`src/rtl/bslp_pkg.sv`:
```
// Package for the button short/long press detector.
// Holds the state encoding, event codes, register indexes and shared structs.
// No dependencies.
package bslp_pkg;

  localparam int unsigned CFG_W     = 16;
  localparam int unsigned CFG_IDX_W = 2;
  localparam int unsigned EVENT_W   = 2;

  localparam logic [CFG_IDX_W-1:0] REG_DEBOUNCE   = 2'd0;
  localparam logic [CFG_IDX_W-1:0] REG_LONG_PRESS = 2'd1;

  localparam logic [CFG_W-1:0] DEBOUNCE_RESET   = 16'd10;
  localparam logic [CFG_W-1:0] LONG_PRESS_RESET = 16'd1000;

  localparam logic [EVENT_W-1:0] EV_NONE  = 2'd0;
  localparam logic [EVENT_W-1:0] EV_SHORT = 2'd1;
  localparam logic [EVENT_W-1:0] EV_LONG  = 2'd2;

  typedef enum logic [2:0] {
    ST_IDLE        = 3'd0,
    ST_DEB_PRESS   = 3'd1,
    ST_PRESSED     = 3'd2,
    ST_LONG        = 3'd3,
    ST_DEB_RELEASE = 3'd4
  } fsm_state_t;

  typedef struct packed {
    logic [CFG_W-1:0] debounce_ticks;
    logic [CFG_W-1:0] long_press_ticks;
  } cfg_t;

  // One sample handed from the input register to the state machine.
  typedef struct packed {
    logic go;
    logic raw_level;
  } step_t;

endpackage

```
`src/rtl/bslp_if.sv`:
```
// Channel interfaces for the button short/long press detector.
// Depends on bslp_pkg for payload widths.
interface bslp_in_if;
  logic valid;
  logic ready;
  logic raw_level;
  modport source (output valid, output raw_level, input ready);
  modport sink   (input valid, input raw_level, output ready);
endinterface

interface bslp_out_if;
  logic                          valid;
  logic                          ready;
  logic [bslp_pkg::EVENT_W-1:0]  press_event;
  modport source (output valid, output press_event, input ready);
  modport sink   (input valid, input press_event, output ready);
endinterface

interface bslp_cfg_if;
  logic                            valid;
  logic                            ready;
  logic [bslp_pkg::CFG_IDX_W-1:0]  index;
  logic [bslp_pkg::CFG_W-1:0]      data;
  modport source (output valid, output index, output data, input ready);
  modport sink   (input valid, input index, input data, output ready);
endinterface

```
`src/rtl/button_short_long_press_detector.sv`:
```
// Button short/long press detector: one result per accepted sample.
// A sample accepted goes into the input register, and its result then goes into the result register.
// Throughput: one sample per cycle while the result channel does not stall.
// Input register and result register decouple the two channels' stalls.
// Reset (rst_n low, synchronous): state idle, timers zero, limits 10 and 1000.
module button_short_long_press_detector #(
  parameter int unsigned TIMER_BITS = 16
) (
  input  logic        clk,
  input  logic        rst_n,
  bslp_in_if.sink     in_ch,
  bslp_out_if.source  out_ch,
  bslp_cfg_if.sink    cfg_ch
);
  import bslp_pkg::*;

  cfg_t               cfg;
  step_t              step;
  logic               s1_valid_r;
  logic               s1_level_r;
  logic               out_valid_r;
  logic [EVENT_W-1:0] out_event_r;
  logic [EVENT_W-1:0] fsm_event;
  logic               s1_adv;
  logic               in_acc;

  bslp_cfg_regs u_cfg (
    .clk    (clk),
    .rst_n  (rst_n),
    .cfg_ch (cfg_ch),
    .cfg    (cfg)
  );

  // The result register frees up when empty or when its transaction completes.
  assign s1_adv      = s1_valid_r && (!out_valid_r || out_ch.ready);
  assign in_ch.ready = !s1_valid_r || s1_adv;
  assign in_acc      = in_ch.valid && in_ch.ready;

  assign step.go        = s1_adv;
  assign step.raw_level = s1_level_r;

  bslp_fsm #(
    .TIMER_BITS (TIMER_BITS)
  ) u_fsm (
    .clk         (clk),
    .rst_n       (rst_n),
    .step        (step),
    .cfg         (cfg),
    .press_event (fsm_event)
  );

  always_ff @(posedge clk) begin
    if (!rst_n) begin
      s1_valid_r <= 1'b0;
    end else if (in_ch.ready) begin
      s1_valid_r <= in_ch.valid;
    end
  end

  always_ff @(posedge clk) begin
    if (in_acc) begin
      s1_level_r <= in_ch.raw_level;
    end
  end

  always_ff @(posedge clk) begin
    if (!rst_n) begin
      out_valid_r <= 1'b0;
    end else if (s1_adv) begin
      out_valid_r <= 1'b1;
    end else if (out_ch.ready) begin
      out_valid_r <= 1'b0;
    end
  end

  always_ff @(posedge clk) begin
    if (s1_adv) begin
      out_event_r <= fsm_event;
    end
  end

  assign out_ch.valid       = out_valid_r;
  assign out_ch.press_event = out_event_r;

  a_reset_empties_pipe: assert property (@(posedge clk)
    !rst_n |=> (!s1_valid_r && !out_valid_r))
    else $error("pipeline not empty after reset");

  a_stalled_sample_kept: assert property (@(posedge clk) disable iff (!rst_n)
    (s1_valid_r && !s1_adv) |=> (s1_valid_r && $stable(s1_level_r)))
    else $error("stalled input sample lost");

  a_no_step_into_full_out: assert property (@(posedge clk) disable iff (!rst_n)
    (s1_adv && out_valid_r) |-> out_ch.ready)
    else $error("result overwritten before its transaction");

endmodule

```
`src/rtl/bslp_cfg_regs.sv`:
```
// Configuration registers of the press detector: debounce and long-press limits.
// Depends on bslp_pkg and bslp_cfg_if.
module bslp_cfg_regs (
  input  logic             clk,
  input  logic             rst_n,
  bslp_cfg_if.sink         cfg_ch,
  output bslp_pkg::cfg_t   cfg
);
  import bslp_pkg::*;

  logic [CFG_W-1:0] debounce_r;
  logic [CFG_W-1:0] long_press_r;
  logic             wr;

  assign cfg_ch.ready = 1'b1;
  assign wr = cfg_ch.valid && cfg_ch.ready;

  always_ff @(posedge clk) begin
    if (!rst_n) begin
      debounce_r   <= DEBOUNCE_RESET;
      long_press_r <= LONG_PRESS_RESET;
    end else if (wr) begin
      // Writes to indexes outside the register list are dropped.
      if (cfg_ch.index == REG_DEBOUNCE) begin
        debounce_r <= cfg_ch.data;
      end
      if (cfg_ch.index == REG_LONG_PRESS) begin
        long_press_r <= cfg_ch.data;
      end
    end
  end

  assign cfg.debounce_ticks   = debounce_r;
  assign cfg.long_press_ticks = long_press_r;

endmodule

```
`src/rtl/bslp_fsm.sv`:
```
// Press state machine with its saturating change and press timers.
// Depends on bslp_pkg. Produces the event for the sample stepped this cycle.
module bslp_fsm #(
  parameter int unsigned TIMER_BITS = 16
) (
  input  logic                          clk,
  input  logic                          rst_n,
  input  bslp_pkg::step_t               step,
  input  bslp_pkg::cfg_t                cfg,
  output logic [bslp_pkg::EVENT_W-1:0]  press_event
);
  import bslp_pkg::*;

  localparam int unsigned CMP_W = (TIMER_BITS > CFG_W) ? TIMER_BITS : CFG_W;

  fsm_state_t              state_r, state_nxt;
  logic [TIMER_BITS-1:0]   change_timer_r, change_timer_nxt;
  logic [TIMER_BITS-1:0]   press_timer_r, press_timer_nxt;
  logic [TIMER_BITS-1:0]   ct_inc, pt_inc;
  logic [CMP_W-1:0]        ct_ext, pt_ext, deb_ext, long_ext;
  logic                    pressed;

  assign pressed = !step.raw_level;

  // Both timers stop at all ones instead of wrapping.
  assign ct_inc = (&change_timer_r) ? change_timer_r : change_timer_r + 1'b1;
  assign pt_inc = (&press_timer_r) ? press_timer_r : press_timer_r + 1'b1;

  assign ct_ext   = CMP_W'(ct_inc);
  assign pt_ext   = CMP_W'(pt_inc);
  assign deb_ext  = CMP_W'(cfg.debounce_ticks);
  assign long_ext = CMP_W'(cfg.long_press_ticks);

  always_comb begin
    state_nxt        = state_r;
    change_timer_nxt = ct_inc;
    press_timer_nxt  = pt_inc;
    press_event      = EV_NONE;
    unique case (state_r)
      ST_DEB_PRESS: begin
        if (!pressed) begin
          state_nxt        = ST_IDLE;
          change_timer_nxt = '0;
        end else if (ct_ext >= deb_ext) begin
          press_timer_nxt = '0;
          state_nxt       = ST_PRESSED;
        end
      end
      ST_PRESSED: begin
        if (!pressed) begin
          change_timer_nxt = '0;
          state_nxt        = ST_DEB_RELEASE;
        end else if (pt_ext > long_ext) begin
          state_nxt = ST_LONG;
        end
      end
      ST_LONG: begin
        if (!pressed) begin
          change_timer_nxt = '0;
          state_nxt        = ST_DEB_RELEASE;
        end
      end
      ST_DEB_RELEASE: begin
        if (!pressed) begin
          // Release is confirmed one tick later than a press.
          if (ct_ext > deb_ext) begin
            press_event = (pt_ext < long_ext) ? EV_SHORT : EV_LONG;
            state_nxt   = ST_IDLE;
          end
        end else begin
          state_nxt        = (pt_ext < long_ext) ? ST_PRESSED : ST_LONG;
          change_timer_nxt = '0;
        end
      end
      default: begin
        state_nxt = ST_IDLE;
        if (pressed) begin
          state_nxt        = ST_DEB_PRESS;
          change_timer_nxt = '0;
        end
      end
    endcase
  end

  always_ff @(posedge clk) begin
    if (!rst_n) begin
      state_r        <= ST_IDLE;
      change_timer_r <= '0;
      press_timer_r  <= '0;
    end else if (step.go) begin
      state_r        <= state_nxt;
      change_timer_r <= change_timer_nxt;
      press_timer_r  <= press_timer_nxt;
    end
  end

  a_event_only_on_release: assert property (@(posedge clk) disable iff (!rst_n)
    (step.go && press_event != EV_NONE) |-> state_r == ST_DEB_RELEASE)
    else $error("press event outside release debounce");

  a_event_returns_idle: assert property (@(posedge clk) disable iff (!rst_n)
    (step.go && press_event != EV_NONE) |=> state_r == ST_IDLE)
    else $error("press event did not return to idle");

  a_confirm_clears_press_timer: assert property (@(posedge clk) disable iff (!rst_n)
    (step.go && state_r == ST_DEB_PRESS && state_nxt == ST_PRESSED)
      |=> press_timer_r == '0)
    else $error("press timer not cleared on press confirm");

endmodule
```
`src/flat_wrapper.sv`:
```
// flat-port wrapper written by rule: the top's interface ports become plain ports
module button_short_long_press_detector_flat import bslp_pkg::*;
#(
  parameter int unsigned TIMER_BITS = 16
)
  (clk, rst_n, in_ch_valid, in_ch_raw_level, in_ch_ready, out_ch_valid, out_ch_press_event, out_ch_ready, cfg_ch_valid, cfg_ch_index, cfg_ch_data, cfg_ch_ready);
  bslp_in_if in_ch_i ();
  bslp_out_if out_ch_i ();
  bslp_cfg_if cfg_ch_i ();
  input  logic clk;
  input  logic rst_n;
  input wire logic [$bits(in_ch_i.valid)-1:0] in_ch_valid;
  input wire logic [$bits(in_ch_i.raw_level)-1:0] in_ch_raw_level;
  output wire logic [$bits(in_ch_i.ready)-1:0] in_ch_ready;
  output wire logic [$bits(out_ch_i.valid)-1:0] out_ch_valid;
  output wire logic [$bits(out_ch_i.press_event)-1:0] out_ch_press_event;
  input wire logic [$bits(out_ch_i.ready)-1:0] out_ch_ready;
  input wire logic [$bits(cfg_ch_i.valid)-1:0] cfg_ch_valid;
  input wire logic [$bits(cfg_ch_i.index)-1:0] cfg_ch_index;
  input wire logic [$bits(cfg_ch_i.data)-1:0] cfg_ch_data;
  output wire logic [$bits(cfg_ch_i.ready)-1:0] cfg_ch_ready;
  assign in_ch_i.valid = in_ch_valid;
  assign in_ch_i.raw_level = in_ch_raw_level;
  assign in_ch_ready = in_ch_i.ready;
  assign out_ch_valid = out_ch_i.valid;
  assign out_ch_press_event = out_ch_i.press_event;
  assign out_ch_i.ready = out_ch_ready;
  assign cfg_ch_i.valid = cfg_ch_valid;
  assign cfg_ch_i.index = cfg_ch_index;
  assign cfg_ch_i.data = cfg_ch_data;
  assign cfg_ch_ready = cfg_ch_i.ready;
  button_short_long_press_detector #(.TIMER_BITS(TIMER_BITS)) u_core (.clk(clk), .rst_n(rst_n), .in_ch(in_ch_i), .out_ch(out_ch_i), .cfg_ch(cfg_ch_i));
endmodule
```
`config.mk`:
```
export PLATFORM = sky130hd
export DESIGN_NAME = button_short_long_press_detector_flat
export DESIGN_NICKNAME = d
export VERILOG_FILES = /design/src/rtl/bslp_pkg.sv /design/src/rtl/bslp_if.sv /design/src/rtl/button_short_long_press_detector.sv /design/src/rtl/bslp_cfg_regs.sv /design/src/rtl/bslp_fsm.sv /design/src/flat_wrapper.sv
export SDC_FILE = /design/constraint.sdc
export NUM_CORES = 1
export LEC_CHECK = 0
export ABC_CLOCK_PERIOD_IN_PS = 4300
export BUFFER_PORTS_ARGS = -buffer_cell sky130_fd_sc_hd__buf_2
export CAP_MARGIN = 5
export CORE_ASPECT_RATIO = 1.5
export CORE_MARGIN = 2
export CORE_UTILIZATION = 60
export CTS_CLUSTER_SIZE = 25
export DETAILED_ROUTE_END_ITERATION = 10
export HOLD_SLACK_MARGIN = 0.02
export PLACE_DENSITY = 0.79
export SLEW_MARGIN = 30
export SYNTH_ARGS = -nofsm -noshare
export SYNTH_HDL_FRONTEND = slang
export SYNTH_SLANG_ARGS = --single-unit
```
`constraint.sdc`:
```
create_clock -name clk -period 4.3 [get_ports clk]
set_input_delay 0.86 -clock clk [delete_from_list [all_inputs] [get_ports clk]]
set_output_delay 0.86 -clock clk [all_outputs]
set_load 0.05 [all_outputs]
```
==> run summary <==
Die ar.: 7970 um^2
Routed wire length: 10400 um
R2R Path Start: u_core.u_fsm.change_timer_r[3]
Number of buffers created by CTS: 9
Starting Density: 61.0%
Worst Max-Slew Pin Slew: 0.768 ns
Slew headroom: 48.1%
Clock Tree Buf Depth: 2
Ports: 29
Synthesis Warnings: 0
Area grow syn2layout: 8.39%
# port buffers: 27
Core Util, Final: 66.2%
CP delay by family, top: compound AO/OA/AOI/OAI gates
Average via count per standard cell: 6.02
Sequential area share after synthesis: 33.8%
Number of fill cells: 618
EDFF count, synth: 3
Chip height: 108 um
DRC Markers: 0
CTS clk-pin slew, worst paths: 0.07 ns
Mapped Nets: 609
CTS root buffer: clkbuf_8
Synth async-reset ratio: 0%
GRT Util Overall: 28.0%
GPL Wtd Cong: 0.935
Antenna Diode Count: 0
Vias: 3933
Max FO, Critical Path: 9
Hold buffer count at cts: 0
Hold Vio Cnt, Final: 0
Max-Cap Viols: 0
Status: finished, final reports clean
Register Area: 1470 um^2
Setup CP Type: flip-flop to flip-flop
CTS tree: done
Postcts setup bufs: 0
Setup crit start: u_core.u_fsm.change_timer_r[3]
CP max stage delay: 0.68 ns
RSZ-0062 raised after global routing: no
NumNets Final: 627
Starting DRC count in detailed routing: 169
Multi-input gate area: 2660 um^2
FF+latch count, synth: 72
Fin crit period: 3.91 ns
Setup violators final: 0
First-pass GRT wire length: 17100 um
Main flop type after synthesis: dfxtp_1
Htree depth: 3
Post-Syn Instances: 551
Syn_area_per_cell: 7.90 um^2
Largest net degree at the start of global routing: 40
Hold Crit Class: flip-flop to flip-flop
Period utilization: 91.0%
Core Box Area: 7130 um^2
Worst-path cell chain: and4_1, nand4_1, o31ai_2, buf_4, nor2_1, xor2_1, ha_1, a21oi_1, nor3_1, a2111o_1, o41ai_4, o21ai_2, nor2_1
Crit path top cell by count: nor2_1
Remaining Overflow, GRT: 0
Fmax: 0.256 GHz
Number of global-route vias before repair: 3770
WP buf/inv: 1
Cell Rows: 38
CP endpoint kind: flip-flop
Max Slew Vio Count: 0
P_leak: 1.93 nW
Initial antenna violation count: 0
Req. time, crit path: 4.60 ns
Arr. time, crit path: 4.21 ns
Slowest cell on crit path: o41ai_4
Type of origin of the critical path: flip-flop
Setup Skew: 0.00717 ns
Layout cells sized above 1: 11.9%
Initial DRT Pass Iterations: 4
Hold_sp: u_core.u_cfg.debounce_r[14]
VDD IR-drop max: 254 uV
Avg WL per Cell: 15.9 um
Mapped cell area: 4350 um^2
Accumulated negative setup slack: 0 ns
Post-synth cell types: 62
Hpwl dp: 7810 um
Power per cell area: 280 nW/um^2
Die Wd: 73.5 um
Clk Latency, worst-skew pair: 0.37 ns
ANT nets after route: 0
Sink Count: 72
## cell type report
cell class,count,share of cell area (%)
Multi-Input combinational cell,416,56.3
Sequential cell,72,31.2
Timing Repair Buffer,33,3.82
Clock buffer,12,3.29
Inverter,37,2.94
Tap cell,80,2.12
Clock inverter,3,0.345
## worst paths after layout
check / slack [ns] / end / depth (start not counted)
worst max-delay path: 0.39 / u_core.u_fsm.press_timer_r[3] / 13
worst min-delay path: 0.46 / u_core.u_cfg.debounce_r[14] / 2
worst min register to register: 0.46 / u_core.u_cfg.debounce_r[14] / 2
worst max register to register: 0.39 / u_core.u_fsm.press_timer_r[3] / 13
## where the power goes
group	internal, W	total (W)	switching, W
Sequential	0.000688	0.000701	0.0000133
Combinational	0.0000468	0.000131	0.0000838
Clock	0.000236	0.000490	0.000254
Total	0.000971	0.00132	0.000351
## layer usage
| metal | vias to the layer above | GRT usage, % | share of wire [%] |
|---|---|---|---|
| li1 | 1967 | - | - |
| met1 | 1874 | 30.0 | 39 |
| met2 | 72 | 51.9 | 54 |
| met3 | 20 | 3.73 | 3.3 |
| met4 | 0 | 13.6 | 3.5 |
| met5 | - | 0 | 0 |
## synthesized netlist by cell type (3+ instances only)
library cell | number | area (um^2)
xnor2_1 | 19 | 166
dfxtp_1 | 69 | 1380
a31oi_1 | 9 | 56.3
and3_1 | 6 | 37.5
mux2_2 | 7 | 78.8
nor3_1 | 9 | 45.0
xor2_1 | 13 | 114
nand2_1 | 92 | 345
and2_1 | 4 | 25.0
or3_1 | 5 | 31.3
and4_1 | 4 | 35.0
nand4_1 | 14 | 87.6
a22o_1 | 3 | 26.3
nor2_1 | 37 | 139
clkbuf_1 | 20 | 75.1
edfxtp_1 | 3 | 90.1
nor4_1 | 4 | 25.0
o211ai_1 | 9 | 67.6
nand3_1 | 18 | 90.1
nor2b_1 | 4 | 25.0
o21ai_0 | 20 | 100
buf_1 | 3 | 11.3
ha_1 | 34 | 425
a21o_1 | 5 | 37.5
inv_1 | 37 | 139
a21oi_1 | 58 | 290
nand2b_1 | 4 | 25.0
## worst register-to-register path: cells and delay by family, from the launching register on
kind	cells	cell delay, ns
buffers and inverters	1	0.21
AOI/OAI and AO/OA	5	1.94
DFF	1	0.47
xor gates and xnor gates	1	0.18
adders and majority gates	1	0.28
and+or+nand+nor	5	0.76
## cell usage in the layout (no fill, tap or decap), types with 2 or more instances in the layout
cell type	instances
clkinv_2	2
nand2_1	92
edfxtp_1	3
ha_1	34
nor3_1	9
and2_1	4
a31oi_1	9
nor2b_1	4
buf_2	27
a22o_1	3
nor2_1	37
a211oi_1	2
and3_1	6
o211ai_1	9
nor4_2	2
o31ai_1	2
mux2_2	7
nand3b_1	2
or3_1	5
xor2_1	13
clkbuf_8	11
o21a_1	2
a21oi_1	58
buf_4	6
inv_1	37
and4_1	4
nand3_1	18
nand2b_1	4
nand4_1	14
dfxtp_1	69
o21ai_0	20
a2111o_1	2
xnor2_1	19
nor4_1	3
a21o_1	5
## stage by stage
stage / worst slack (ns) / hold slack, ns / power, W / instance area, um^2 / instances
CTS: 0.234 / 0.457 / 0.00132 / 4710 / 653
global route: 0.0592 / 0.477 / 0.00137 / 4720 / 653
global placement: 0.424 / 0.444 / 0.000837 / 4530 / 638
detailed placement: 0.247 / 0.447 / 0.000843 / 4530 / 638
floorplan: 0.828 / 0.436 / 0.000803 / 4350 / 551
finish: 0.389 / 0.455 / 0.00132 / 4720 / 653
## cells by family (layout without fill, tap and decap cells)
logic type,after synthesis,in the layout,share of synthesized area (%)
multiplexers,8,8,2.04
AND/OR/NAND/NOR,210,210,22.6
flip-flops,72,72,33.8
AO/OA/AOI/OAI,131,131,19.7
XOR/XNOR,32,32,6.44
adder cells (fa/ha/maj),34,34,9.77
other,1,1,0.0861
buffers and inverters,63,85,5.58
## sequential cells by signal, summed over array words and instances, names as in the netlist
signal                       cells
u_core.u_fsm.press_timer_r      16
u_core.s1_valid_r                1
u_core.u_cfg.debounce_r         16
u_core.u_cfg.long_press_r       16
u_core.out_ch.valid              1
u_core.u_fsm.state_r             3
u_core.s1_level_r                1
u_core.u_fsm.change_timer_r     16
u_core.out_ch.press_event        2
## what timing repair did
| action | in CTS | in global routing |
|---|---|---|
| setup endpoints to repair | 0 | 11 |
| hold endpoints to repair | 0 | 0 |
| resized for setup | 0 | 2 |
No activity file was read; power rests on OpenSTA's default activity.
